`config.mk`:
```
export PLATFORM = sky130hd
export DESIGN_NAME = dd_odo_mul
export DESIGN_NICKNAME = d
export VERILOG_FILES = /design/src/rtl/dd_odo_pkg.sv /design/src/rtl/dd_odo_mul.sv
export SDC_FILE = /design/constraint.sdc
export NUM_CORES = 2
export LEC_CHECK = 0
export BUFFER_PORTS_ARGS = -buffer_cell sky130_fd_sc_hd__buf_2
export CAP_MARGIN = 40
export CORE_ASPECT_RATIO = 2
export CORE_MARGIN = 2
export CORE_UTILIZATION = 26
export CTS_BUF_LIST = sky130_fd_sc_hd__clkbuf_16
export CTS_CLUSTER_DIAMETER = 80
export DETAILED_ROUTE_END_ITERATION = 7
export PLACE_DENSITY = 0.45
export SYNTH_ARGS = -nofsm -noshare
export SYNTH_HDL_FRONTEND = slang
export SYNTH_SLANG_ARGS = --single-unit
```
`constraint.sdc`:
```
create_clock -name clk -period 13.1 [get_ports clk]
set_clock_uncertainty 0.05 [all_clocks]
set_input_delay 0.655 -clock clk [delete_from_list [all_inputs] [get_ports clk]]
set_output_delay 0.655 -clock clk [all_outputs]
set_load 0.1 [all_outputs]
```
`src/rtl/dd_odo_pkg.sv`:
```
// ----------------------------------------------------------------------------
// dd_odo_pkg
// Shared types, constants and small functions for the differential-drive
// odometry block.
// ----------------------------------------------------------------------------
package dd_odo_pkg;

    localparam int unsigned WORD_W    = 32;
    localparam int unsigned ELAPSED_W = 18;
    localparam int unsigned HEAD_W    = 16;
    localparam int unsigned MUL_W     = 34;
    localparam int unsigned PROD_W    = 2 * MUL_W;
    localparam int unsigned KACC_W    = 80;
    localparam int unsigned ATAN_LEN  = 24;

    // action codes
    localparam logic [1:0] ACT_TICK    = 2'd0;
    localparam logic [1:0] ACT_SPEEDS  = 2'd1;
    localparam logic [1:0] ACT_VECTORS = 2'd2;

    // cordic start value and radian to binary-angle factor
    localparam logic signed [MUL_W-1:0] CORDIC_GAIN = 34'sh026DD3B6A;
    localparam logic signed [MUL_W-1:0] RAD_TO_BAM  = 34'sh028BE60DC;

    typedef struct packed {
        logic [1:0]         action;
        logic signed [31:0] left_speed;
        logic signed [31:0] right_speed;
        logic signed [31:0] left_vx;
        logic signed [31:0] left_vy;
        logic signed [31:0] right_vx;
        logic signed [31:0] right_vy;
        logic [17:0]        elapsed;
    } in_item_t;

    typedef struct packed {
        logic signed [31:0] x_position;
        logic signed [31:0] y_position;
        logic [15:0]        heading;
        logic signed [31:0] x_rate;
        logic signed [31:0] y_rate;
        logic signed [31:0] turn_rate;
        logic [31:0]        sequence_res;
        logic               separation_error;
    } out_item_t;

    typedef enum logic [4:0] {
        S_IDLE,
        S_VEC_SQX,
        S_VEC_SQY,
        S_VEC_DOTX,
        S_VEC_DOTY,
        S_VEC_ROOT,
        S_VEC_WAIT,
        S_TICK_START,
        S_TICK_WAIT,
        S_MUL_VC,
        S_MUL_VS,
        S_MUL_XE,
        S_MUL_YE,
        S_MUL_TE,
        S_MUL_KL,
        S_MUL_KH,
        S_HEAD,
        S_EMIT
    } seq_state_t;

    // arctangent of 2^-i as a 32-bit binary angle
    function automatic logic [29:0] atan_at(input logic [4:0] idx);
        logic [29:0] val;
        case (idx)
            5'd0:    val = 30'h20000000;
            5'd1:    val = 30'h12E4051E;
            5'd2:    val = 30'h09FB385B;
            5'd3:    val = 30'h051111D4;
            5'd4:    val = 30'h028B0D43;
            5'd5:    val = 30'h0145D7E1;
            5'd6:    val = 30'h00A2F61E;
            5'd7:    val = 30'h00517C55;
            5'd8:    val = 30'h0028BE53;
            5'd9:    val = 30'h00145F2F;
            5'd10:   val = 30'h000A2F98;
            5'd11:   val = 30'h000517CC;
            5'd12:   val = 30'h00028BE6;
            5'd13:   val = 30'h000145F3;
            5'd14:   val = 30'h0000A2FA;
            5'd15:   val = 30'h0000517D;
            5'd16:   val = 30'h000028BE;
            5'd17:   val = 30'h0000145F;
            5'd18:   val = 30'h00000A30;
            5'd19:   val = 30'h00000518;
            5'd20:   val = 30'h0000028C;
            5'd21:   val = 30'h00000146;
            5'd22:   val = 30'h000000A3;
            5'd23:   val = 30'h00000051;
            default: val = 30'h0;
        endcase
        return val;
    endfunction

    // clamp to the signed 32-bit range
    function automatic logic signed [31:0] sat32(input logic signed [KACC_W-1:0] val);
        logic signed [31:0] res;
        if (val > 80'sd2147483647)
            res = 32'sh7FFFFFFF;
        else if (val < -80'sd2147483648)
            res = 32'sh80000000;
        else
            res = val[31:0];
        return res;
    endfunction

endpackage

```
`src/rtl/dd_odo_mul.sv`:
```
// ----------------------------------------------------------------------------
// dd_odo_mul
// Shared signed 34x34 multiplier with a registered product.
// ----------------------------------------------------------------------------
module dd_odo_mul (
    input  logic                                 clk,
    input  logic signed [dd_odo_pkg::MUL_W-1:0]  mul_a,
    input  logic signed [dd_odo_pkg::MUL_W-1:0]  mul_b,
    output logic signed [dd_odo_pkg::PROD_W-1:0] prod
);
    import dd_odo_pkg::*;

    logic signed [PROD_W-1:0] prod_reg;
    logic signed [PROD_W-1:0] prod_next;

    // product
    always_comb
    begin
        prod_next = mul_a * mul_b;
    end

    always_ff @(posedge clk)
    begin
        prod_reg <= prod_next;
    end

    assign prod = prod_reg;

endmodule

```
# Word-level counts from Yosys, hierarchy flattened
# Index checks and enable logic that the tools add are counted.
# totals
reg_bits,68
latch_bits,0
mem_bits_rw,0
romBits,0
mem_count,0
# op_classes
addsub,0
multipliers,1
n_div,0
magnitude_cmp,0
n_eq_ne,0
n_shift,0
muxes,0
bitwise_logic,0
n_reduce_logical,0
# op_table
cell,count
34-bit by 34-bit multiplier with 68-bit output,1

# Logic depth before layout (Yosys ltp)
# depth
depth_word,1
depth_mapped,31

# Worst setup path before layout
# Ideal clock, no wire load.
# synth_path
kind,input -> register
from,input mul_a[33] (netlist name)
to,"register prod_reg[61], in the netlist prod[61]"
t_arrival_ns,7.965
required_time_ns,12.978
path_slack_ns,5.013
cell_stages,23
path_buffers,2
cell_sequence,clkbuf_1 > nand2_1 > inv_1 > fa_1 > fa_1 > fa_1 > fa_1 > fa_1 > fa_1 > fa_1 > fa_1 > ha_1 > clkbuf_1 > a21oi_1 > o21bai_1 > a21oi_1 > o21ai_0 > and2_1 > o41a_1 > o21ba_2 > a21o_1 > a21oi_2 > xnor2_1
# synth_between
elab_chain_len,1
# synth_lines
item,line,source
start: declaration,dd_odo_mul.sv:7,"input logic signed [dd_odo_pkg::MUL_W-1:0] mul_a,"
34-bit by 34-bit multiplier with 68-bit output,dd_odo_mul.sv:19,prod_next = mul_a * mul_b;
net prod_next[61],dd_odo_mul.sv:14,logic signed [PROD_W-1:0] prod_next;
end signal: assignment,dd_odo_mul.sv:24,prod_reg <= prod_next;
end: declaration,dd_odo_mul.sv:13,logic signed [PROD_W-1:0] prod_reg;
# The timed path passes the listed nets, and every way through them passes these cells.

# Final worst setup path
# layout_path
from,input mul_a[33] (netlist name)
to,"register prod_reg[65], in the netlist prod[65]"
# Same word-level chain as after synthesis.

==> impl_metrics.py <==
metrics = {
    "clock_network": {
        "cts_tree": "built",
        "h-tree-depth": 3,
        "cts_buffers": 9,
        "ctsResizeCount": 0,
        "root_buffer": "clkbuf_16",
        "post_cts_buffers": 0,
        "clkTransAtPathRegs_ns": 0.08,
        "clockBufferDepth": 2,
        "hold_buffers": 0,
        "cts_sinks": 68,
    },
    "setup_path": {
        "path_buf_inv": 4,
        "critPathTopFamily": "adder cells",
        "required_ns": 13.36,
        "critPathKind": "primary input to register",
        "crit_fanout": 20,
        "max_stage_delay_ns": 1.11,
        "cp_slowest_cell": "fa_2",
        "critPathCaptureType": "register",
        "start_kind": "primary input",
        "worstPathArrival_ns": 9.46,
        "path_cells": "buf_2 > nand2_1 > inv_1 > fa_1 > fa_1 > fa_1 > fa_2 > inv_1 > fa_1 > fa_1 > fa_1 > fa_1 > inv_1 > ha_1 > and3_1 > nand3_1 > a2111oi_2 > o41a_1 > nor2_2 > nor3_1 > a2111oi_2 > xnor2_1",
        "cp_common_cell": "fa_1",
    },
    "floorplan": {
        "ios": 137,
        "die_w_um": 292.1,
        "dieArea_um2": 169500,
        "rows": 211,
        "start_util_pct": 26.16,
        "core_area_um2": 165000,
        "die_height_um": 580.2,
    },
    "sta": {
        "fin_setup_tns_ns": 0,
        "worst_pin_slew_ns": 0.8655,
        "hold_viol": 0,
        "fin_crit_sh_pct": 70.26,
        "final-setup-viol-count": 0,
        "rsz0062_at_grt": "no",
        "slew_violations": 0,
        "fmax_mhz": 108.7,
        "maxSlewHeadroom_pct": 42.30,
        "fin_crit_ns": 9.204,
    },
    "route": {
        "post_drt_wl_per_cell_um": 21.05,
        "via_per_inst": 4.469,
        "vias": 29923,
        "drt_iter0_markers": 1120,
        "drc": 0,
        "detail-route-antenna-nets": 0,
        "wl_mm": 141.0,
        "drtPass1Iterations": 5,
    },
    "min_path": {
        "hold_path.class": "primary input to register",
    },
    "final_layout": {
        "fin_util_pct": 28.27,
        "finalNetCount": 6071,
        "drive_above_1_share_pct": 5.349,
        "area_growth_pct": 8.070,
        "largest_reg_flops": 68,
        "layout_common_cells": "fa_1, inv_1, and2_1",
        "final_common_cell": "fa_1",
    },
    "global_routing": {
        "track_usage_pct": 17.31,
        "grt_pass1_vias": 35030,
        "overflow": 0,
        "antenna_found_initial": 12,
        "grt_max_degree": 35,
        "grt_pass1_wl_mm": 215.5,
    },
    "yosys": {
        "syn_nets": 6092,
        "synth_flop_cell": "dfxtp_1",
        "netlist_instances": 4578,
        "async_flop_share_pct": 0,
        "yosys_warnings": 0,
        "synth.avg_cell_area_um2": 9.429,
        "synth_cell_types": 73,
        "ys_seq_elements": 68,
        "synth_edf_count": 0,
        "syn-cell-area_um2": 43170,
        "seq_area_frac_synth_pct": 3.154,
    },
    "placement": {
        "gp_congestion": 0.8178,
        "io_buffers": 136,
        "dp_hpwl_mm": 119.1,
    },
    "status": {
        "outcome": "completed",
    },
    "job": {
        "drv_cap": 0,
    },
}
routing by layer:
| layer | track usage, % | vias up | share of wire, % |
|---|---|---|---|
| met1 | 15.98 | 16243 | 30 |
| met2 | 36.20 | 571 | 61 |
| met5 | 0 | - | 0.013 |
| li1 | - | 12843 | - |
| met3 | 1.037 | 264 | 1.9 |
| met4 | 9.955 | 2 | 6.6 |
area by class of cell:
type	count	area, µm²
tap	2130	2665
fill	17614	118400
antenna	4	10.01
clock inverter	7	81.33
timing repair buffer	199	1414
clock buffer	9	225.2
sequential	68	1361
inverter	1236	4639
multi-input combinational	3043	36250
cells in the mapped netlist (3+ instances only):
cell type  count  share of area, %
nand3_1        8             0.093
o21bai_1      13              0.23
fa_1        1241                58
xnor2_1       57               1.2
o21ai_0       27              0.31
buf_2          7             0.081
nor3_1        10              0.12
nand2b_1      14              0.20
o211ai_1       8              0.14
ha_1         204               5.9
nor2_1        53              0.46
and3_1         9              0.13
nor4_1         4             0.058
a21oi_1       54              0.63
o21ai_2        4             0.081
buf_6          5              0.13
dfxtp_1       68               3.2
xor2_1        20              0.41
a21oi_2        4             0.081
a31oi_1        7              0.10
a2111oi_2      3              0.10
o21ai_1        7             0.081
clkbuf_1     216               1.9
nand2_1      550               4.8
a21o_1        37              0.64
o21a_1         6              0.10
a211oi_1       7              0.12
or3_1          3             0.043
and2_1       625               9.1
nor2b_1        7              0.10
a211o_1        3             0.061
inv_1       1235                11
nand4_1       14              0.20
through the flow:
stage | hold slack, ns | cell area, µm² | cells | worst slack [ns]
finish | 0.7830 | 46650 | 6696 | 3.896
global route | 0.7944 | 46640 | 6693 | 3.507
CTS | 0.7605 | 46640 | 6692 | 3.823
detailed placement | 1.155 | 46330 | 6676 | 3.377
global placement | 1.156 | 45930 | 6657 | 3.454
floorplan | 0.7323 | 43170 | 4578 | 5.013
cell families (layout without fill, tap and decap cells):
logic type,count (synthesis),count (layout),synth area share [%]
buf+inv,1467,1451,12.87
compound gates,211,211,3.409
flops,68,68,3.154
fa+ha+maj,1445,1445,63.47
other cells,0,4,0
xor+xnor,77,77,1.562
simple gates,1310,1310,15.54
final timing paths:
kind	endpoint	startpoint	cells after the start
worst max-delay path	prod[65]	mul_a[33]	22
worst min-delay path	prod[0]	mul_a[0]	2
Power is left out: the tool's default activity adds up to more than one toggle a clock period on the data nets, which glitch-free logic cannot reach.
