File: src/rtl/dd_odo_sqrt.sv
// ----------------------------------------------------------------------------
// dd_odo_sqrt
// Digit-by-digit integer square root of a 64-bit value, one root bit per
// cycle.
// ----------------------------------------------------------------------------
module dd_odo_sqrt (
    input  logic        clk,
    input  logic        rst_n,
    input  logic        start,
    input  logic [63:0] rad,
    output logic        busy,
    output logic [31:0] root
);
    logic [63:0] rad_reg, rad_next;
    logic [34:0] rem_reg, rem_next;
    logic [31:0] root_reg, root_next;
    logic [4:0]  cnt_reg, cnt_next;
    logic        busy_reg, busy_next;

    logic [34:0] rem_sh;
    logic [34:0] trial;

    // bring down two radicand bits, try root*4+1
    always_comb
    begin
        rad_next  = rad_reg;
        rem_next  = rem_reg;
        root_next = root_reg;
        cnt_next  = cnt_reg;
        busy_next = busy_reg;
        rem_sh    = {rem_reg[32:0], rad_reg[63:62]};
        trial     = {1'b0, root_reg, 2'b01};
        if (start)
        begin
            rad_next  = rad;
            rem_next  = '0;
            root_next = '0;
            cnt_next  = 5'd31;
            busy_next = 1'b1;
        end
        else if (busy_reg)
        begin
            rad_next = {rad_reg[61:0], 2'b00};
            if (rem_sh >= trial)
            begin
                rem_next  = rem_sh - trial;
                root_next = {root_reg[30:0], 1'b1};
            end
            else
            begin
                rem_next  = rem_sh;
                root_next = {root_reg[30:0], 1'b0};
            end
            if (cnt_reg == '0)
                busy_next = 1'b0;
            else
                cnt_next = cnt_reg - 1'b1;
        end
    end

    always_ff @(posedge clk or negedge rst_n)
    begin
        if (!rst_n)
        begin
            busy_reg <= 1'b0;
            cnt_reg  <= '0;
        end
        else
        begin
            busy_reg <= busy_next;
            cnt_reg  <= cnt_next;
        end
    end

    always_ff @(posedge clk)
    begin
        rad_reg  <= rad_next;
        rem_reg  <= rem_next;
        root_reg <= root_next;
    end

    assign busy = busy_reg;
    assign root = root_reg;

endmodule

File: config.mk
export PLATFORM = sky130hd
export DESIGN_NAME = dd_odo_sqrt
export DESIGN_NICKNAME = d
export VERILOG_FILES = /design/src/rtl/dd_odo_sqrt.sv
export SDC_FILE = /design/constraint.sdc
export NUM_CORES = 1
export LEC_CHECK = 0
export BUFFER_PORTS_ARGS = -buffer_cell sky130_fd_sc_hd__buf_2
export CAP_MARGIN = 40
export CORE_ASPECT_RATIO = 1.4
export CORE_MARGIN = 8
export CORE_UTILIZATION = 58
export CTS_CLUSTER_SIZE = 14
export DETAILED_ROUTE_END_ITERATION = 8
export HOLD_SLACK_MARGIN = 0.03
export PLACE_DENSITY = 0.87
export SLEW_MARGIN = 20
export SYNTH_ARGS = -nofsm -noshare
export SYNTH_HDL_FRONTEND = slang
export SYNTH_SLANG_ARGS = --single-unit
File: constraint.sdc
create_clock -name clk -period 2.8 [get_ports clk]
set_input_delay 0.56 -clock clk [delete_from_list [all_inputs] [get_ports clk]]
set_output_delay 0.56 -clock clk [all_outputs]
set_load 0.05 [all_outputs]
Word level (Yosys, flattened, before mapping) --
Cells that the tools add are included.
Storage, ports and cells: register bits after elaboration 135, latch bits 0, RAM bits 0, bits in read-only memories 0, memories 0
Operators by class: $add $sub $neg 2, $mul 0, div/mod/pow operators 0, $lt $le $gt $ge 1, eq/ne operators 1, shift-type cells 0, mux-type cells 10, bitwise gates (word level) 0, reductions and logical operators 3
Operators by type and width (count):
- 64-bit two-way mux | 2
- 35-bit by 34-bit greater-or-equal comparator with 1-bit output | 1
- 33-bit two-way mux | 1
- 33-bit subtractor | 1
- 5-bit two-way mux | 3
- 5-bit logical NOT | 1
- 5-bit by 1-bit subtractor with 5-bit output, second input constant | 1
- 1-bit two-way mux | 4
- 2-bit != test, second input constant | 1
- 2-bit AND reduction | 1
- 2-bit nonzero test | 1

Logic depth before layout (Yosys ltp) --
Gate-level depths: netlist (run 1).
word-level depth 4, mapped depth 13, mapped depth without buffers 11

Least setup slack after synthesis (run 1) --
Ideal clock, no wire load.
path type register to register, from register root_reg[7] (netlist: root[7]), to register rem_reg[31], setup time 0.079 ns, data arrival time 2.850 ns, slack -0.130 ns, stages on the path, launching flop included 12, buffers on the path 0, clock period less this slack 2.930 ns, cells stage by stage dfxtp_1 > inv_1 > ha_1 > a21oi_2 > o21ai_0 > a221oi_2 > o22ai_2 > o2111ai_1 > a221oi_2 > xnor2_1 > mux2_2 > a211oi_2
On the way: word-level cells in the longest chain between the ends 2, elaborated cells on any way between the ends 3, those cells by class add/sub: 1; order compare: 1; mux: 1
Ends and longest elaborated chain:
- start: declaration | RTL line 16 | logic [31:0] root_reg, root_next;
- start signal: assignment | RTL line 79 | root_reg <= root_next;
- 33-bit subtractor / 35-bit by 34-bit greater-or-equal comparator with 1-bit output (equally long branches) | RTL line 46, 44
- 33-bit two-way mux * | RTL line 44 | if (rem_sh >= trial)
- end signal: assignment | RTL line 78 | rem_reg <= rem_next;
- end: declaration | RTL line 15 | logic [34:0] rem_reg, rem_next;
Mark *: on every way between the ends. The rest lies on a longest branch, timed or not. A chain may end at the register's enable or synchronous reset.

Worst setup path in the final report (run 1) --
from register root_reg[2] (netlist: root[2]), to register rem_reg[31]
Same word-level chain as after synthesis.

==> summary.md, run 1 <==
| Metric | Value |
|---|---|
| Status | complete, no violations |
| Total setup violations reported at the end of the flow | 0 |
| Minimum clock period after layout | 2.71 ns |
| Sort of element at the end of the critical path | flip-flop |
| Data required, critical path | 3.14 ns |
| Internal power component | 6.35 mW |
| Clk sinks | 135 |
| Worst slew margin | 61.9% |
| Setup TNS Final | 0 ns |
| Chip Width | 112 um |
| Most frequently used cell type in the post-synthesis netlist | sky130_fd_sc_hd__nor2_1 |
| DRT Wirelength | 18,200 um |
| Top-level port count | 100 |
| FILL cells | 848 |
| Nature of the critical path startpoint | flip-flop |
| Met2 Wirelength | 9560 um |
| Total cell area at the placement stage | 0.00861 mm2 |
| Relative contribution of combinational cells to total power | 52.4% |
| Sum of internal, switching and leakage power | 10.3 mW |
| Post-route core utilization | 74.1% |
| Count of inserted antenna diode cells | 0 |
| Met3 wirelength from detailed routing | 1290 um |
| Height of the die | 150 um |
| Total count of max-transition violations in the final report | 0 |
| Worst min-delay path startpoint | rad[0] |
| Number of standard-cell rows in the floorplan | 49 |
| Final cell count without fillers | 1,052 |
| Fraction of power spent switching nets | 38.4% |
| Post-DP HPWL | 12,100 um |
| Hold EP | rad_reg[0] |
| Capture instance of the worst register-to-register path | rem_reg[31] |
| Peak supply drop | 0.000617 V |
| Cell depth of the worst min-delay path | 2 |
| Most area-consuming cells after synthesis | sky130_fd_sc_hd__edfxtp_1 26%, sky130_fd_sc_hd__dfxtp_1 17%, sky130_fd_sc_hd__mux2_2 9.5% |
| Net switching component of the power | 3.96 mW |
| Reg power frac | 24.8% |
| Area of the core region | 0.0128 mm2 |
| Design Area, Final | 0.00945 mm2 |
| Maximum level of the CTS H-tree | 4 |
| Buffer depth of the longest clock path | 2 |
| Count of nets left with antenna violations after detail routing | 0 |
| P per Cell Area | 1090 mW/mm2 |
| GR Util All Layers | 21.7% |
| Number of failing hold endpoints at the final stage | 0 |
| Total placed cells including tap cells | 1,014 |
| R2r worst-path depth | 13 |
| Post-Route M1 WL | 6700 um |
| # nets final | 989 |
| Cell area after synthesis | 0.00748 mm2 |
| List of most frequent post-synthesis cells | 86 x sky130_fd_sc_hd__nor2_1, 65 x sky130_fd_sc_hd__dfxtp_1, 64 x sky130_fd_sc_hd__edfxtp_1 |
| Instance count of the mapped netlist | 729 |
| Setup Skew | 0.0100 ns |
| P_leak | 4.27 nW |
| Max-cap check violation count | 0 |
| Number of DRC markers after the initial detailed-route iteration | 284 |
| Flip-flop count of the largest register, all copies and words added | 64 |
| Worst min-delay path category | in -> reg |
| Number of vias after detailed routing | 6,090 |
| Peak clock frequency supported by timing | 0.369 GHz |
| Net count after synthesis | 832 |
| CTS buffer count | 17 |
| CP max FO | 4 |
| Library cells used by synthesis | 60 |
| Die area | 0.0168 mm2 |
| Final period utilization | 96.7% |
| Initial antenna violation count | 0 |
| Final RePlAce weighted congestion | 0.949 |
| Arrival time worst endpoint | 3.04 ns |
| Clock tree root buffer cell | sky130_fd_sc_hd__clkbuf_16 |
| Share of synthesized registers carrying an async set or reset | 4.44% |
| Routed vias/inst | 5.79 |
| Highest routed layer | met4 |
| Reg-to-reg startpoint | root[2] |
| Yosys top cell area share | 25.7% |
| Library cell with the largest summed area after synthesis | sky130_fd_sc_hd__edfxtp_1 |
| Worst-Skew Late Latency | 0.42 ns |
| Clock transition at the registers of the reported paths | 0.06 ns |
| Setup repair after global routing missed its margin | yes |
| First-pass DRT Iterations | 5 |
| Reg-to-reg setup timing slack | 0.09 ns |
| Area added between synthesis and finish | 26.3% |
| Flop and latch count out of synthesis | 135 |
| GR Overflow Total | 0 |
| Number of synthesized flops with an enable pin | 64 |
| Pin slew with the least headroom to its limit | 0.572 ns |
| Flip-flop cell with the highest count after synthesis | sky130_fd_sc_hd__dfxtp_1 |
| Fraction of the yosys area taken by sequential cells | 45.1% |
| Largest net degree at the start of global routing | 102 |
| WL per Instance | 17.3 um |
| Count of buffers from port buffering | 99 |
| First-pass GRT wire length | 29,500 um |
| Clock tree from TritonCTS | done |
| Count of warnings emitted by yosys | 0 |
| Via count of the first global-routing pass | 6,332 |
| DRC viols | 0 |
| Part of the power in the clock network | 22.7% |
| Initial cell density of the core | 58.7% |
| Worst Setup Path Type | reg -> reg |
| Mean instance size in the synthesized netlist | 10.3 um2 |
| Share of cells above drive strength 1 | 35.3% |
-- layer usage --
layer / track usage (%) / up-vias
met5: 0 / -
met4: 11.6 / 0
met3: 7.75 / 57
met2: 39.2 / 201
met1: 21.6 / 2898
li1: - / 2934
-- cells by family after synthesis --
logic type / synth area share (%)
adders and majority gates: 6.02
xor gates and xnor gates: 3.75
muxes: 15.9
buffers and inverters: 4.82
DFF: 45.1
AOI/OAI and AO/OA: 14.0
and+or+nand+nor: 10.4
-- timing repair --
action                     in CTS  in global routing
resized for setup               2                 27
hold buffers                    1                  0
setup buffers                   4                  1
setup endpoints to repair      10                 27
pin swaps                       2                 13
hold endpoints to repair        6                  0
-- power groups by stage --
stage               clock, mW  sequential (mW)  combinational (mW)
floorplan                   0             2.59                3.45
global placement            0             2.57                4.67
detailed placement          0             2.58                4.80
CTS                      2.39             2.55                5.05
global route             2.47             2.59                5.85
finish                   2.35             2.56                5.41
-- cells in the final DEF, fill, tap and decap left out, types with 20 or more instances in the layout --
master and instances:
sky130_fd_sc_hd__inv_1 50, sky130_fd_sc_hd__a211oi_1 20, sky130_fd_sc_hd__ha_1 30, sky130_fd_sc_hd__nor2_1 84, sky130_fd_sc_hd__a21oi_1 39, sky130_fd_sc_hd__dfxtp_1 57, sky130_fd_sc_hd__buf_4 73, sky130_fd_sc_hd__nand2_1 32
sky130_fd_sc_hd__mux2i_1 48, sky130_fd_sc_hd__edfxtp_1 64, sky130_fd_sc_hd__mux2_2 63, sky130_fd_sc_hd__buf_2 98
-- layout make-up --
| class | instances | area, um2 | area share, % |
|---|---|---|---|
| Timing Repair Buffer | 178 | 1160 | 12.3 |
| Inverter | 50 | 188 | 1.99 |
| Multi-Input combinational cell | 504 | 3900 | 41.3 |
| Clock buffer | 17 | 425 | 4.50 |
| Clock inverter | 15 | 199 | 2.10 |
| Sequential cell | 135 | 3390 | 35.8 |
| Tap cell | 153 | 191 | 2.03 |
-- how the worst max path moves through the flow --
| stage | slack (ns) | startpoint | endpoint |
|---|---|---|---|
| floorplan | 0.0007 | root[8] | rem_reg[31] |
| global placement | -0.003 | root[7] | rem_reg[31] |
| detailed placement | -0.09 | root[7] | rem_reg[31] |
| CTS | 0.03 | root[4] | rem_reg[22] |
| global route | -0.10 | root[0] | rem_reg[31] |
| finish | 0.09 | root[2] | rem_reg[31] |
-- per-stage QoR --
step	setup WS (ns)	hold slack (ns)
after floorplan	0.000700	0.264
after global placement	-0.00266	0.394
after detailed placement	-0.0896	0.399
after CTS	0.0325	0.413
after global routing	-0.102	0.421
final	0.0933	0.423
-- worst max-delay path, stage by stage, from the launching register on --
cell                        delay (ns)
sky130_fd_sc_hd__dfxtp_2          0.35
sky130_fd_sc_hd__inv_1            0.09
sky130_fd_sc_hd__ha_4             0.28
sky130_fd_sc_hd__nor2_1           0.05
sky130_fd_sc_hd__a211oi_2         0.29
sky130_fd_sc_hd__a221oi_2         0.10
sky130_fd_sc_hd__buf_4            0.17
sky130_fd_sc_hd__o22ai_4          0.13
sky130_fd_sc_hd__buf_6            0.14
sky130_fd_sc_hd__o2111ai_4        0.11
sky130_fd_sc_hd__a221oi_2         0.32
sky130_fd_sc_hd__xnor2_1          0.11
sky130_fd_sc_hd__mux2_2           0.28
sky130_fd_sc_hd__a211oi_2         0.21
Power figures use the tool's default switching activity.
==> run 2, diff against run 1 <==
==> constraint.sdc (replaced) <==
create_clock -name clk -period 2.8 [get_ports clk]
set_input_delay 0.28 -clock clk [delete_from_list [all_inputs] [get_ports clk]]
set_output_delay 0.28 -clock clk [all_outputs]
set_load 0.05 [all_outputs]
==> run 2 against run 1 <==
Compared with the run above: combinational power barely moved; fmax fell by 1.3%; die area did not move; setup slack got worse by 0.035 ns; hold slack got worse by 0.29 ns; sequential power barely moved; critical endpoint is now rem_reg[17]; largest power group unchanged; highest routed layer unchanged.
==> summary.md, run 2 (same netlist as run 1, synthesis figures left out) <==
| Metric | Value |
|---|---|
| Status | complete, no violations (unchanged) |
| Number of failing hold endpoints at the final stage | 0 (unchanged) |
| Count of buffers from port buffering | 99 (unchanged) |
| Total setup violations reported at the end of the flow | 0 (unchanged) |
| Buffer depth of the longest clock path | 2 (unchanged) |
| Setup repair after global routing missed its margin | yes (unchanged) |
| Chip Width | 112 um (unchanged) |
| GR Util All Layers | 21.9% (was 21.7%) |
| Total cell area at the placement stage | 0.00861 mm2 (unchanged) |
| Most common cell after layout, fill and taps aside | sky130_fd_sc_hd__buf_2 (unchanged) |
| Sort of element at the end of the critical path | flip-flop (unchanged) |
| Setup Skew | 0.00851 ns (was 0.0100 ns) |
| Critical path's largest stage delay | 0.36 ns (was 0.35 ns) |
| Most used cells in the layout excluding fill and tap cells | 98 x sky130_fd_sc_hd__buf_2, 84 x sky130_fd_sc_hd__nor2_1, 78 x sky130_fd_sc_hd__buf_4 (was 98 x sky130_fd_sc_hd__buf_2, 84 x sky130_fd_sc_hd__nor2_1, 73 x sky130_fd_sc_hd__buf_4) |
| Worst hold slack | 0.136 ns (was 0.423 ns) |
| Flip-flop count of the largest register, all copies and words added | 64 (unchanged) |
| GR Overflow Total | 0 (unchanged) |
| Maximum level of the CTS H-tree | 4 (unchanged) |
| P per Cell Area | 1090 mW/mm2 (about the same) |
| DRC viols | 0 (unchanged) |
| Sum of internal, switching and leakage power | 10.3 mW (about the same) |
| Worst Setup Path Type | reg -> reg (unchanged) |
| Count of nets left with antenna violations after detail routing | 0 (unchanged) |
| Top-level port count | 100 (unchanged) |
| Design Area, Final | 0.00940 mm2 (was 0.00945 mm2) |
| Family with the most delay on the worst path | compound AO/OA/AOI/OAI gates (unchanged) |
| Initial cell density of the core | 58.7% (unchanged) |
| Number of DRC markers after the initial detailed-route iteration | 414 (was 284) |
| Number of standard-cell rows in the floorplan | 49 (unchanged) |
| P_leak | 4.25 nW (was 4.27 nW) |
| Worst-Skew Late Latency | 0.43 ns (was 0.42 ns) |
| Data required, critical path | 3.12 ns (was 3.14 ns) |
| Final RePlAce weighted congestion | 0.917 (was 0.949) |
| CP max FO | 3 (was 4) |
| Clk sinks | 135 (unchanged) |
| Area of the core region | 0.0128 mm2 (unchanged) |
| Clock transition at the registers of the reported paths | 0.07 ns (was 0.06 ns) |
| Count of inserted antenna diode cells | 0 (unchanged) |
| Cell-by-cell trace of the critical path | inv_1 > ha_1 > nor3_1 > a211oi_2 > a221oi_2 > buf_4 > o21bai_1 > a2111oi_2 > o31ai_1 > a21oi_1 > xor2_1 > o21ai_0 (was inv_1 > ha_4 > nor2_1 > a211oi_2 > a221oi_2 > buf_4 > o22ai_4 > buf_6 > o2111ai_4 > a221oi_2 > xnor2_1 > mux2_2 > a211oi_2) |
| Final period utilization | 97.9% (was 96.7%) |
| Clock tree root buffer cell | sky130_fd_sc_hd__clkbuf_16 (unchanged) |
| Largest net degree at the start of global routing | 101 (was 102) |
| First-pass GRT wire length | 29,600 um (was 29,500 um) |
| Total count of max-transition violations in the final report | 0 (unchanged) |
| Peak supply drop | 0.000624 V (was 0.000617 V) |
| Pin slew with the least headroom to its limit | 0.592 ns (was 0.572 ns) |
| # nets final | 993 (was 989) |
| Buffers and inverters on the worst path | 2 (was 3) |
| CTS buffer count | 17 (unchanged) |
| Die area | 0.0168 mm2 (unchanged) |
| Post-route core utilization | 73.7% (was 74.1%) |
| Share of cells above drive strength 1 | 35.2% (was 35.3%) |
| Post-DP HPWL | 12,000 um (was 12,100 um) |
| Height of the die | 150 um (unchanged) |
| DRT Wirelength | 18,600 um (was 18,200 um) |
| Area added between synthesis and finish | 25.6% (was 26.3%) |
| Routed vias/inst | 5.86 (was 5.79) |
| Number of vias after detailed routing | 6,187 (was 6,090) |
| Worst slew margin | 60.5% (was 61.9%) |
| Max-cap check violation count | 0 (unchanged) |
| Nature of the critical path startpoint | flip-flop (unchanged) |
| Worst min-delay path category | in -> reg (unchanged) |
| Clock tree from TritonCTS | done (unchanged) |
| Setup TNS Final | 0 ns (unchanged) |
| Via count of the first global-routing pass | 6,310 (was 6,332) |
| Initial antenna violation count | 0 (unchanged) |
| Arrival time worst endpoint | 3.06 ns (was 3.04 ns) |
| First-pass DRT Iterations | 6 (was 5) |
| WL per Instance | 17.6 um (was 17.3 um) |
| Peak clock frequency supported by timing | 0.365 GHz (was 0.369 GHz) |
| Minimum clock period after layout | 2.74 ns (was 2.71 ns) |
| Critical path's slowest cell | sky130_fd_sc_hd__a221oi_2 (was sky130_fd_sc_hd__dfxtp_2) |
-- run 2: cell types whose count changed in the layout (fill, tap and decap cells not counted), sizes merged --
cell and change:
clkinv -1, clkinvlp +2, bufinv -1, inv -1, buf +4, clkbuf +1
-- run 2: power by group --
group | switching, mW | internal [mW] | leakage (nW)
logic | 2.80 | 2.64 | 2.69
clock network | 0.983 | 1.29 | 0.288
registers | 0.185 | 2.38 | 1.27
total | 3.97 | 6.31 | 4.25
-- run 2: path summary, 6_finish.rpt --
check                            startpoint          end  slack [ns]  depth (start not counted)
min in group asynchronous             rst_n   cnt_reg[2]        0.23                          2
worst max register to register      root[1]  rem_reg[17]        0.06                         12
worst max-delay path                root[1]  rem_reg[17]        0.06                         12
worst min-delay path                 rad[1]   rad_reg[1]        0.14                          2
max in group asynchronous             rst_n         busy        2.41                          2
worst min register to register  rem_reg[30]  rem_reg[30]        0.50                          2
-- run 2: timing repair --
item / 4_1_cts / 5_1_grt
endpoints found under the setup margin: 17 / 22
pin swaps: 2 / 14
hold buffers: 1 / 0
setup buffers: 5 / 4
endpoints found under the hold margin: 6 / 0
resized for setup: 1 / 26
-- run 2: layer usage --
metal	wire, um	up-vias	global-route usage [%]
met2	9570	251	39.1
met4	549	0	12.0
li1	-	2936	-
met5	0	-	0
met3	1420	62	7.35
met1	7040	2938	22.2
-- run 2: layout make-up --
type | count | area [um2]
multi-input combinational | 504 | 3860
clock inverter | 14 | 154
timing repair buffer | 182 | 1180
inverter | 50 | 188
clock buffer | 18 | 439
fill | 860 | 3350
tap | 153 | 191
sequential | 135 | 3390
-- run 2: stage by stage --
step	setup slack, ns	std cells
2_1_floorplan	0.000700	729
3_3_place_gp	-0.0145	1014
3_5_place_dp	-0.0851	1014
4_1_cts	0.000920	1052
5_1_grt	-0.0684	1056
6_report	0.0585	1056
