File: src/rtl/dd_odo_div.sv
// ----------------------------------------------------------------------------
// dd_odo_div
// Restoring unsigned divider, one quotient bit per cycle.
// ----------------------------------------------------------------------------
module dd_odo_div #(
    parameter int NUM_W = 49
) (
    input  logic             clk,
    input  logic             rst_n,
    input  logic             start,
    input  logic [NUM_W-1:0] num,
    input  logic [31:0]      den,
    output logic             busy,
    output logic [NUM_W-1:0] quo
);
    localparam int CNT_W = $clog2(NUM_W);

    logic [NUM_W-1:0] quo_reg, quo_next;
    logic [31:0]      rem_reg, rem_next;
    logic [31:0]      den_reg, den_next;
    logic [CNT_W-1:0] cnt_reg, cnt_next;
    logic             busy_reg, busy_next;

    logic [32:0] trial;
    logic [32:0] diff;

    // shift in one numerator bit, subtract when it fits
    always_comb
    begin
        quo_next  = quo_reg;
        rem_next  = rem_reg;
        den_next  = den_reg;
        cnt_next  = cnt_reg;
        busy_next = busy_reg;
        trial     = {rem_reg, quo_reg[NUM_W-1]};
        diff      = trial - {1'b0, den_reg};
        if (start)
        begin
            quo_next  = num;
            rem_next  = '0;
            den_next  = den;
            cnt_next  = CNT_W'(NUM_W - 1);
            busy_next = 1'b1;
        end
        else if (busy_reg)
        begin
            if (trial >= {1'b0, den_reg})
            begin
                rem_next = diff[31:0];
                quo_next = {quo_reg[NUM_W-2:0], 1'b1};
            end
            else
            begin
                rem_next = trial[31:0];
                quo_next = {quo_reg[NUM_W-2:0], 1'b0};
            end
            if (cnt_reg == '0)
                busy_next = 1'b0;
            else
                cnt_next = cnt_reg - 1'b1;
        end
    end

    always_ff @(posedge clk or negedge rst_n)
    begin
        if (!rst_n)
        begin
            busy_reg <= 1'b0;
            cnt_reg  <= '0;
        end
        else
        begin
            busy_reg <= busy_next;
            cnt_reg  <= cnt_next;
        end
    end

    always_ff @(posedge clk)
    begin
        quo_reg <= quo_next;
        rem_reg <= rem_next;
        den_reg <= den_next;
    end

    assign busy = busy_reg;
    assign quo  = quo_reg;

endmodule

File: config.mk
export PLATFORM = sky130hd
export DESIGN_NAME = dd_odo_div
export DESIGN_NICKNAME = d
export VERILOG_FILES = /design/src/rtl/dd_odo_div.sv
export SDC_FILE = /design/constraint.sdc
export NUM_CORES = 1
export LEC_CHECK = 0
export BUFFER_PORTS_ARGS = -buffer_cell sky130_fd_sc_hd__buf_4
export CAP_MARGIN = 25
export CELL_PAD_IN_SITES_DETAIL_PLACEMENT = 1
export CELL_PAD_IN_SITES_GLOBAL_PLACEMENT = 1
export CORE_MARGIN = 8
export CORE_UTILIZATION = 30
export CTS_CLUSTER_SIZE = 20
export DETAILED_ROUTE_END_ITERATION = 10
export GPL_ROUTABILITY_DRIVEN = 0
export PLACE_DENSITY_LB_ADDON = 0.1
export REMOVE_ABC_BUFFERS = 1
export SYNTH_ARGS = -nofsm -noshare
export SYNTH_HDL_FRONTEND = slang
export SYNTH_SLANG_ARGS = --single-unit
File: constraint.sdc
create_clock -name clk -period 3.4 [get_ports clk]
set_input_delay 0.34 -clock clk [delete_from_list [all_inputs] [get_ports clk]]
set_output_delay 0.34 -clock clk [all_outputs]
set_load 0.01 [all_outputs]
# == After elaboration in Yosys (flattened, before gate mapping) ==
# Cells that the tools add are included.
# W data, S select, Z words.
# classes
addsub,2
magnitude_cmp,1
eq_ne,1
muxes,10
n_reduce_logical,3
# op_table
operator,n
$mux W49,2
$ge A33 B32 Y1,1
$mux W32,1
$sub A32 B32 Y32,1
$mux W6,3
$logic_not A6 Y1,1
$sub A6 B1 Y6 const B,1
$mux W1,4
$ne A2 B2 Y1 const B,1
$reduce_and A2 Y1,1
$reduce_bool A2 Y1,1
# totals
regBits,120
input_bits,84
out_inout_bits,50
word_cells,22

# == Logic depth before layout (Yosys ltp) ==
# Gate-level depths: netlist of the first run.
# depth
depth_word,4
depth_mapped,14
mapped_depth_nobuf,13

# == Worst setup path before layout of the first run ==
# OpenSTA, ideal clock, no wires.
# synth_path
path_type,register to register
from,register quo_reg[48] (netlist: quo[48])
to,register rem_reg[28]
setup_time_ps,123
arrival_ps,3041
t_required_ps,3277
path_slack_ps,236
stages_incl_launch_ff,14
path_buffers,0
period_less_slack_ps,3164
path_cell_list,edfxtp_1 -> inv_1 -> ha_1 -> inv_1 -> fa_1 -> a21o_1 -> a221oi_2 -> o21ai_1 -> a31oi_1 -> nor4_1 -> or4_1 -> a31o_2 -> a21oi_1 -> o31ai_1
# synth_between
elab_chain_len,2
word_cells_on_any_way,3
cone_classes,1 x add/sub; 1 x order compare; 1 x mux
# synth_rtl
element,line,text
start: declaration,18,"logic [NUM_W-1:0] quo_reg, quo_next;"
start signal: assignment,80,quo_reg <= quo_next;
$sub A32 B32 Y32 or $ge A33 B32 Y1 (tied branches),"36, 47",
$mux W32 *,47,"if (trial >= {1'b0, den_reg})"
end signal: assignment,81,rem_reg <= rem_next;
end: declaration,19,"logic [31:0] rem_reg, rem_next;"
# Mark *: on every way between the ends. The rest lies on a longest branch, timed or not.
# A chain may end at the register's enable or synchronous reset.

# == Worst setup path in the final report of the first run ==
# layout_path
from,register rem_reg[3]
to,register rem_reg[8]
# layout_between
elab_chain_len,2
word_cells_on_any_way,3
cone_classes,1 x add/sub; 1 x order compare; 1 x mux
# layout_rtl
element,line
$sub A32 B32 Y32 or $ge A33 B32 Y1 (tied branches),"36, 47"
$mux W32 *,47
# Marks and branches as above.

==> results of run 1 <==
==> cell usage after synthesis (3+ instances only) <==
| library cell | count | area, um2 |
|---|---|---|
| o21ai_0 | 22 | 110 |
| or3_1 | 5 | 31.3 |
| a21o_1 | 9 | 67.6 |
| a311oi_1 | 3 | 26.3 |
| nor3_1 | 6 | 30.0 |
| and4_1 | 3 | 26.3 |
| inv_1 | 49 | 184 |
| nand2_1 | 33 | 124 |
| nand4_1 | 6 | 37.5 |
| nand2b_1 | 4 | 25.0 |
| mux2_2 | 49 | 552 |
| nor3b_1 | 3 | 22.5 |
| mux2i_1 | 26 | 260 |
| a31oi_1 | 5 | 31.3 |
| nor4_1 | 4 | 25.0 |
| a211oi_1 | 21 | 158 |
| nand3_1 | 8 | 40.0 |
| dfrtp_1 | 7 | 175 |
| a21oi_1 | 38 | 190 |
| edfxtp_1 | 81 | 2430 |
| clkbuf_1 | 19 | 71.3 |
| o21bai_1 | 5 | 37.5 |
| ha_1 | 34 | 425 |
| nor2_1 | 47 | 176 |
| xor2_1 | 12 | 105 |
| xnor2_1 | 18 | 158 |
| and3_1 | 5 | 31.3 |
| dfxtp_1 | 32 | 641 |
==> routing by layer <==
layer  up-vias  track usage [%]  routed length, um
met5         -                0                  0
met4         0             4.30                176
met3        10             8.00               2030
met2       132             23.1               8540
met1      2436             17.9               8770
li1       2502                -                  -
==> path summary, 6_finish.rpt <==
kind / depth (start not counted) / startpoint / slack (ns) / endpoint
setup reg to reg: 12 / rem_reg[3] / 0.21 / rem_reg[8]
min in group asynchronous: 2 / rst_n / 0.29 / cnt_reg[5]
hold / removal: 1 / den[26] / 0.09 / den_reg[26]
max in group asynchronous: 2 / rst_n / 2.98 / cnt_reg[3]
setup / recovery: 12 / rem_reg[3] / 0.21 / rem_reg[8]
hold reg to reg: 2 / rem_reg[31] / 0.49 / rem_reg[31]
==> placed cells by master, fill, tap and decap left out, drive strengths merged, types with 3 or more instances in the layout <==
master and count:
clkinv 4, and3 5, nor4 4, nor2 47, nand2b 4, buf 150, clkbuf 18, o31ai 3
dfrtp 7, ha 34, or2 3, nand4 6, a21oi 39, o21ai 24, xnor2 18, xor2 12
a31oi 7, edfxtp 81, a311oi 3, nor3 6, nor3b 3, and4 3, nand3 8, dfxtp 32
a21o 9, o21bai 6, or3 5, inv 55, nand2 33, a211oi 21, mux2 49, a31o 3
mux2i 26
==> through the flow <==
step	hold slack (ns)	cell area (um2)	util [%]
after floorplan	0.0444	6500	-
after global placement	0.155	8010	36.8
after detailed placement	0.157	8010	36.8
after CTS	0.0694	8610	39.6
after global routing	0.0696	8640	39.7
final	0.0883	8640	39.7
==> worst max-delay path, delay by kind of cell (launching register included) <==
family	cells	cell delay, ns
muxes	1	0.23
buffers and inverters	2	0.40
adders and majority gates	1	0.31
AOI/OAI and AO/OA	8	1.73
DFF	1	0.33
==> repair_timing <==
item                                    CTS  global route
buffers inserted                          0             1
hold buffers                              1             0
gates resized for setup                   0             5
endpoints found under the setup margin    0             4
hold endpoints to repair                  7             0
==> area by class of cell <==
| class | instances | area share [%] |
|---|---|---|
| flip-flops and latches | 120 | 37.6 |
| inverters | 49 | 2.13 |
| well taps | 280 | 4.05 |
| clock buffers | 18 | 4.97 |
| multi-input cells | 407 | 35.9 |
| repair buffers | 151 | 13.5 |
| clock inverters | 14 | 1.88 |
==> power groups by stage <==
stage          clock network, mW  logic, mW  registers, mW
2_1_floorplan                  0       1.79           2.08
3_3_place_gp                   0       2.65           2.10
3_5_place_dp                   0       2.69           2.10
4_1_cts                     1.90       2.70           2.09
5_1_grt                     1.95       3.01           2.13
6_report                    1.84       2.71           2.08
==> cell families after synthesis <==
group	share of synthesized area [%]
mux	12.2
compound gates	13.8
simple gates	9.51
fa+ha+maj	6.70
xor+xnor	3.95
flops	48.9
buf+inv	4.93
==> impl_results.md, run 1 <==
- Worst path cell trace: ha_1 > a21o_1 > a31o_1 > o21bai_2 > a21oi_2 > a2111oi_4 > o31ai_2 > buf_4 > a31oi_4 > buf_12 > mux2i_1 > a211oi_1
- CTS Root Cell: clkbuf_16
- Sequential share of power: 31.3%
- Yosys warns: 0
- Max reg flops: 49
- Ys flop type: edfxtp_1
- Port bufs: 133
- Vias per cell: 4.89
- Critical Path Sink Type: flop
- Area occupied by multi-input gates: 3100 um2
- CP max stage delay: 0.41 ns
- Unrepaired setup endpoints after global routing: true
- Fmax: 314 MHz
- Max cap viols: 0
- Post-synthesis register bit count: 120
- GRT overflow: 0
- All-Layer GR Usage: 15.0%
- Int Power: 4.22 mW
- Worst-path fanout max: 18
- Detailed placement HPWL: 14.6 mm
- CTS Sinks: 120
- Initial Utilization: 30.5%
- Clock network fraction of total power: 27.8%
- Routed WL per cell: 18.8 um
- Core ar.: 21800 um2
- Initial antenna violation count: 0
- Hold Vio Cnt, Final: 0
- Largest net degree at the start of global routing: 115
- Register area share after synthesis: 48.9%
- Die ar.: 27200 um2
- Post-synth EDFFs: 81
- Diode count: 0
- Die Y: 165 um
- Startpoint class of the critical path: flop
- Layout cells sized above 1: 32.3%
- Syn Std Cell Area: 6650 um2
- Library cells used by synthesis: 61
- Post-Route WL: 19.5 mm
- H-tree Lvls: 4
- Area grow syn2layout: 30.0%
- Place WS: 0.0641 ns
- Cells after DPL: 1005
- Final setup fails: 0
- Sw Pwr: 2.42 mW
- Combinational power share: 40.9%
- Clock transition at path regs: 0.07 ns
- Final non-filler cell total: 1039
- Syn Area/Cell: 11.0 um2
- Pwr Total: 6.63 mW
- Routed vias: 5080
- Global-route wire length before repair: 32.0 mm
- Register area: 3250 um2
- DR DRC count: 0
- Number of global-route vias before repair: 5772
- Minimum clock period: 3.19 ns
- Top Ports: 134
- Worst Path Required: 3.67 ns
- Cells after Synth: 602
- Final #Nets: 865
- DR pass1 iterations: 4
- CTS tree: done
- Clock Skews: 0.0165 ns
- Routed Antenna Nets: 0
- Die Wd: 165 um
- Setup tns final: 0 ns
- Min-Delay Path Class: input pin to flop
- Kind of critical path: flop to flop
- PD cells: 768 nW/um2
- Static leakage: 3.81 nW
- CTS max path bufs: 2
- Final Worst Setup Slack: 0.213 ns
- Ys async rst share: 5.83%
- Worst Tran Pin Value: 0.655 ns
- Tcrit/Tclk final: 93.7%
- Max_slew headroom: 56.4%
- Max VDD drop: 283 uV
- Filler cell count in the final layout: 2405
- Worst-Skew Late Latency: 0.42 ns
- WP data arrival: 3.46 ns
- Sw Ratio: 36.4%
- Status: finished, final reports clean
- Num CTS Buffers: 17
- Rows: 54
- Iter 0 DRT Violations: 204
- Final Max Tran Viols: 0
- Slowest-stage cell, CP: a31oi_4
No activity file was read; power rests on OpenSTA's default activity.
==> inputs of run 2 (changes only) <==
--- a/config.mk
+++ b/config.mk
@@ -19,3 +19,4 @@
 export SYNTH_ARGS = -nofsm -noshare
 export SYNTH_HDL_FRONTEND = slang
 export SYNTH_SLANG_ARGS = --single-unit
+export TNS_END_PERCENT = 10
==> constraint.sdc (replaced) <==
create_clock -name clk -period 3.4 [get_ports clk]
set_input_delay 0 -clock clk [delete_from_list [all_inputs] [get_ports clk]]
set_output_delay 0 -clock clk [all_outputs]
set_load 0.01 [all_outputs]
==> impl_results.md, run 2 (same netlist as run 1, synthesis figures left out) <==
- Rows: 54 (unchanged)
- WP data arrival: 3.49 ns (+0.03 ns)
- Layout cells sized above 1: 29.2% (-3.1 points)
- Final Max Tran Viols: 0 (unchanged)
- CTS max path bufs: 2 (unchanged)
- Static leakage: 4.14 nW (+8.7%)
- GRT overflow: 0 (unchanged)
- CTS Root Cell: clkbuf_16
- Slowest-stage cell, CP: or4_1
- Tcrit/Tclk final: 93.8% (about the same)
- Clock Skews: 0.0194 ns (+0.00295 ns)
- DR pass1 iterations: 4 (unchanged)
- PD cells: 696 nW/um2 (-9.3%)
- Status: finished, final reports clean
- Most common cell after layout, fill and taps aside: buf_4
- Initial antenna violation count: 0 (unchanged)
- Max VDD drop: 303 uV (+7.3%)
- Detailed placement HPWL: 14.7 mm (+1.0%)
- Num CTS Buffers: 17 (unchanged)
- Number of global-route vias before repair: 6097 (+5.6%)
- Worst path cell trace: inv_1 > ha_1 > inv_1 > fa_1 > a21o_1 > a221oi_4 > o21ai_2 > a31oi_4 > nor4_1 > or4_1 > a31o_2 > a21oi_1 > o31ai_1
- Post-Route WL: 20.4 mm (+4.3%)
- Die Wd: 165 um (unchanged)
- Largest net degree at the start of global routing: 54 (-53%)
- Max cap viols: 0 (unchanged)
- H-tree Lvls: 4 (unchanged)
- Routed WL per cell: 18.1 um (-3.5%)
- Global-route wire length before repair: 32.8 mm (+2.5%)
- Worst Tran Pin Value: 0.664 ns (+0.00983 ns)
- Die ar.: 27200 um2 (unchanged)
- Kind of critical path: flop to flop
- Fmax: 314 MHz (about the same)
- WHS: 0.303 ns (+0.215 ns)
- DR DRC count: 0 (unchanged)
- Hold Vio Cnt, Final: 0 (unchanged)
- Core ar.: 21800 um2 (unchanged)
- Routed Antenna Nets: 0 (unchanged)
- All-Layer GR Usage: 15.3% (+0.27 points)
- Max reg flops: 49 (unchanged)
- CTS Sinks: 120 (unchanged)
- CP max stage delay: 0.55 ns (+0.14 ns)
- Initial Utilization: 30.5% (unchanged)
- Iter 0 DRT Violations: 215 (+5.4%)
- Diode count: 0 (unchanged)
- Max_slew headroom: 55.7% (-0.66 points)
- Port bufs: 133 (unchanged)
- CTS tree: done
- Area grow syn2layout: 42.1%
- Setup tns final: 0 ns (unchanged)
- Worst-path fanout max: 3 (-15)
- Final setup fails: 0 (unchanged)
- Minimum clock period: 3.19 ns (+0.000907 ns)
- Unrepaired setup endpoints after global routing: true
- Top cell by count, worst path: inv_1
- Routed vias: 5493 (+8.1%)
- Worst Path Required: 3.70 ns (+0.03 ns)
- Min-Delay Path Class: input pin to flop
- Die Y: 165 um (unchanged)
- Vias per cell: 4.89 (about the same)
- Worst-Skew Late Latency: 0.43 ns (about the same)
- Top Ports: 134 (unchanged)
- Startpoint class of the critical path: flop
- Clock transition at path regs: 0.06 ns (about the same)
- Final #Nets: 949 (+9.7%)
- Critical Path Sink Type: flop
- Most frequent cells in the layout: 149 x buf_4, 84 x dlygate4sd3_1, 81 x edfxtp_1, 49 x mux2_2, 48 x inv_1
run 2: area by class of cell:
class | count | area (um2)
fillers | 2387 | 12300
flip-flops and latches | 120 | 3250
multi-input cells | 407 | 3120
repair buffers | 235 | 1990
clock buffers | 18 | 429
well taps | 280 | 350
inverters | 49 | 184
clock inverters | 14 | 124
run 2: worst paths after layout:
check | startpoint | to | slack (ns) | cells after the start
worst max-delay path | quo[48] | rem_reg[28] | 0.21 | 13
worst min-delay path | den[7] | den_reg[7] | 0.30 | 2
worst max register to register | quo[48] | rem_reg[28] | 0.21 | 13
worst min register to register | rem_reg[25] | rem_reg[25] | 0.49 | 2
max in group asynchronous | rst_n | cnt_reg[3] | 2.57 | 3
min in group asynchronous | rst_n | cnt_reg[1] | 0.57 | 3
run 2: per-stage QoR:
stage / util (%) / power (mW) / std cells / area [um2] / setup slack (ns)
finish: 43.4 / 6.58 / 1123 / 9440 / 0.212
detailed placement: 36.7 / 4.75 / 1005 / 7980 / 0.0313
global route: 43.4 / 7.02 / 1123 / 9440 / -0.0370
CTS: 43.1 / 6.60 / 1121 / 9370 / 0.0250
floorplan: - / 3.87 / 576 / 6500 / -0.403
global placement: 36.7 / 4.72 / 1005 / 7980 / 0.118
run 2: where the power goes:
part	switching [mW]	internal [mW]	total, mW
Clock	0.708	1.01	1.71
Sequential	0.214	1.86	2.08
Combinational	1.48	1.31	2.78
run 2: repair_timing:
item | in CTS | in global routing
hold endpoints to repair | 99 | 0
setup endpoints to repair | 0 | 17
gates resized for setup | 0 | 9
setup buffers | 0 | 1
hold buffers | 84 | 0
run 2: worst max-delay path: cells and delay by family (launching register included):
family	cells	cell delay [ns]
AO/OA/AOI/OAI	7	1.31
adder cells (fa/ha/maj)	2	0.56
buffers and inverters	2	0.14
flip-flops	1	0.42
AND/OR/NAND/NOR	2	0.65
run 2: routing by layer:
metal | track usage (%) | up-vias | wire length [um]
met5 | 0 | - | 0
met4 | 3.44 | 0 | 167
met3 | 6.66 | 12 | 1670
met2 | 23.9 | 150 | 9120
met1 | 19.3 | 2656 | 9420
li1 | - | 2675 | -
==> inputs of run 3 (changes only) <==
--- a/config.mk
+++ b/config.mk
@@ -14,6 +14,7 @@
 export CTS_CLUSTER_SIZE = 20
 export DETAILED_ROUTE_END_ITERATION = 10
 export GPL_ROUTABILITY_DRIVEN = 0
+export MAX_ROUTING_LAYER = met4
 export PLACE_DENSITY_LB_ADDON = 0.1
 export REMOVE_ABC_BUFFERS = 1
 export SYNTH_ARGS = -nofsm -noshare
==> impl_results.md, run 3 (same netlist as run 1, synthesis figures left out) <==
- CTS Sinks: 120 (unchanged)
- Max reg flops: 49 (unchanged)
- Final Max Tran Viols: 0 (unchanged)
- Static leakage: 4.14 nW (unchanged)
- Worst reg2reg setup slack: 0.22 ns (about the same)
- Setup crit start: quo[48]
- DR pass1 iterations: 5 (+1)
- Routed vias: 5501 (+0.15%)
- Top delay family on crit path: compound AO/OA/AOI/OAI gates
- Final instance area: 9440 um2 (unchanged)
- Startpoint class of the critical path: flop
- RR Endpoint: rem_reg[28]
- CTS tree: done
- All-Layer GR Usage: 15.8% (+0.45 points)
- WHS: 0.302 ns (-0.00124 ns)
- Worst path cell trace: inv_1 > ha_1 > inv_1 > fa_1 > a21o_1 > a221oi_4 > o21ai_2 > a31oi_4 > nor4_1 > or4_1 > a31o_2 > a21oi_1 > o31ai_1
- Filler cell count in the final layout: 2387 (unchanged)
- Port bufs: 133 (unchanged)
- Number of global-route vias before repair: 6139 (+0.69%)
- H-tree Lvls: 4 (unchanged)
- Iter 0 DRT Violations: 236 (+9.8%)
- Worst reg-to-reg path cell count: 13 (unchanged)
- Area grow syn2layout: 42.1% (unchanged)
- Top Ports: 134 (unchanged)
- Hold depth: 2 (unchanged)
- Area occupied by multi-input gates: 3120 um2 (unchanged)
- Unrepaired setup endpoints after global routing: true
- Kind of critical path: flop to flop
- Setup tns final: 0 ns (unchanged)
- PD cells: 697 nW/um2 (about the same)
- Number of stages on the worst setup path: 13 (unchanged)
- Cells after DPL: 1005 (unchanged)
- Final #Nets: 949 (unchanged)
- Num CTS Buffers: 17 (unchanged)
- DR DRC count: 0 (unchanged)
- Clock transition at path regs: 0.06 ns (about the same)
- Global-route wire length before repair: 32.6 mm (-0.59%)
- Die Wd: 165 um (unchanged)
- Routed Antenna Nets: 0 (unchanged)
- Worst-path fanout max: 3 (unchanged)
- Detailed placement HPWL: 14.7 mm (unchanged)
- Tcrit/Tclk final: 93.7% (-0.11 points)
- Critical Path Sink: rem_reg[28]
- CTS Root Cell: clkbuf_16
- Initial Utilization: 30.5% (unchanged)
- Rows: 54 (unchanged)
- Register area: 3250 um2 (unchanged)
- Routed WL per cell: 18.1 um (-0.19%)
- GRT overflow: 0 (unchanged)
- Diode count: 0 (unchanged)
- Post-Route WL: 20.3 mm (-0.19%)
- Critical Path Sink Type: flop
- Status: finished, final reports clean
- Layout cells sized above 1: 29.2% (unchanged)
- Vias per cell: 4.90 (+0.15%)
- Final non-filler cell total: 1123 (unchanged)
- Top cell by count, worst path: inv_1
- Final setup fails: 0 (unchanged)
- Core ar.: 21800 um2 (unchanged)
- Fmax: 314 MHz (+0.11%)
- CTS max path bufs: 2 (unchanged)
- Slowest-stage cell, CP: or4_1
- Initial antenna violation count: 0 (unchanged)
- Min-Delay Path Class: input pin to flop
- Buf/Inv on CP: 2 (unchanged)
- Worst-Skew Late Latency: 0.43 ns (about the same)
- Most common cell after layout, fill and taps aside: buf_4
- Most frequent cells in the layout: 149 x buf_4, 84 x dlygate4sd3_1, 81 x edfxtp_1, 49 x mux2_2, 48 x inv_1
- WP data arrival: 3.49 ns (about the same)
- Minimum clock period: 3.18 ns (-0.00358 ns)
- Max VDD drop: 304 uV (+0.25%)
- Max cap viols: 0 (unchanged)
- Die Y: 165 um (unchanged)
- Worst Tran Pin Value: 0.666 ns (+0.00161 ns)
- Clock Skews: 0.0192 ns (-0.000166 ns)
- Hold Vio Cnt, Final: 0 (unchanged)
- Die ar.: 27200 um2 (unchanged)
- CP max stage delay: 0.55 ns (about the same)
- Post-place instance area: 7980 um2 (unchanged)
- Worst Path Required: 3.70 ns (about the same)
- Largest net degree at the start of global routing: 54 (unchanged)
- Worst r2r src: quo[48]
- Max_slew headroom: 55.6% (-0.11 points)
[run 3: cell counts in the layout (fill, tap and decap cells not counted)]
Identical to the previous run, type by type.
[run 3: timing repair]
| item | in CTS | in global routing |
|---|---|---|
| hold endpoints to repair | 99 | 0 |
| endpoints found under the setup margin | 0 | 17 |
| buffers inserted | 0 | 1 |
| gates resized for setup | 0 | 9 |
| hold buffers | 84 | 0 |
[run 3: worst min path at each step]
stage          startpoint           to  slack [ns]
6_report           den[7]   den_reg[7]        0.30
4_1_cts            den[7]   den_reg[7]        0.28
5_1_grt           den[31]  den_reg[31]        0.29
2_1_floorplan       rst_n         busy       -0.30
3_3_place_gp        rst_n   cnt_reg[2]       -0.18
3_5_place_dp        rst_n   cnt_reg[4]       -0.18
[run 3: metrics by stage]
stage	setup WS [ns]	util (%)	power, mW
6_report	0.215	43.4	6.58
3_5_place_dp	0.0313	36.7	4.75
3_3_place_gp	0.118	36.7	4.72
5_1_grt	-0.0370	43.4	7.03
2_1_floorplan	-0.403	-	3.87
4_1_cts	0.0250	43.1	6.60
[run 3: final cells by class]
| class | instances | share of cell area (%) |
|---|---|---|
| clock buffers | 18 | 4.54 |
| clock inverters | 14 | 1.31 |
| inverters | 49 | 1.95 |
| multi-input cells | 407 | 33.0 |
| flip-flops and latches | 120 | 34.4 |
| well taps | 280 | 3.71 |
| repair buffers | 235 | 21.1 |
[run 3: layer usage]
| metal | up-vias | global-route usage, % | share of wire [%] |
|---|---|---|---|
| li1 | 2673 | - | - |
| met1 | 2661 | 19.8 | 47 |
| met2 | 158 | 23.9 | 45 |
| met3 | 9 | 5.86 | 6.9 |
| met4 | 0 | 3.44 | 0.53 |
| met5 | - | - | 0 |
[run 3: worst reg2reg max path: cells and delay by family, from the launching register on]
| kind | cells | cell delay, ns |
|---|---|---|
| adders and majority gates | 2 | 0.56 |
| DFF | 1 | 0.42 |
| AOI/OAI and AO/OA | 7 | 1.31 |
| and+or+nand+nor | 2 | 0.65 |
| buffers and inverters | 2 | 0.14 |
[run 3: power by group]
part | leakage (nW) | total, mW | internal, mW | switching [mW]
Combinational | 2.70 | 2.78 | 1.31 | 1.47
Sequential | 1.17 | 2.08 | 1.86 | 0.214
Clock | 0.266 | 1.72 | 1.01 | 0.712
Total | 4.14 | 6.58 | 4.18 | 2.40
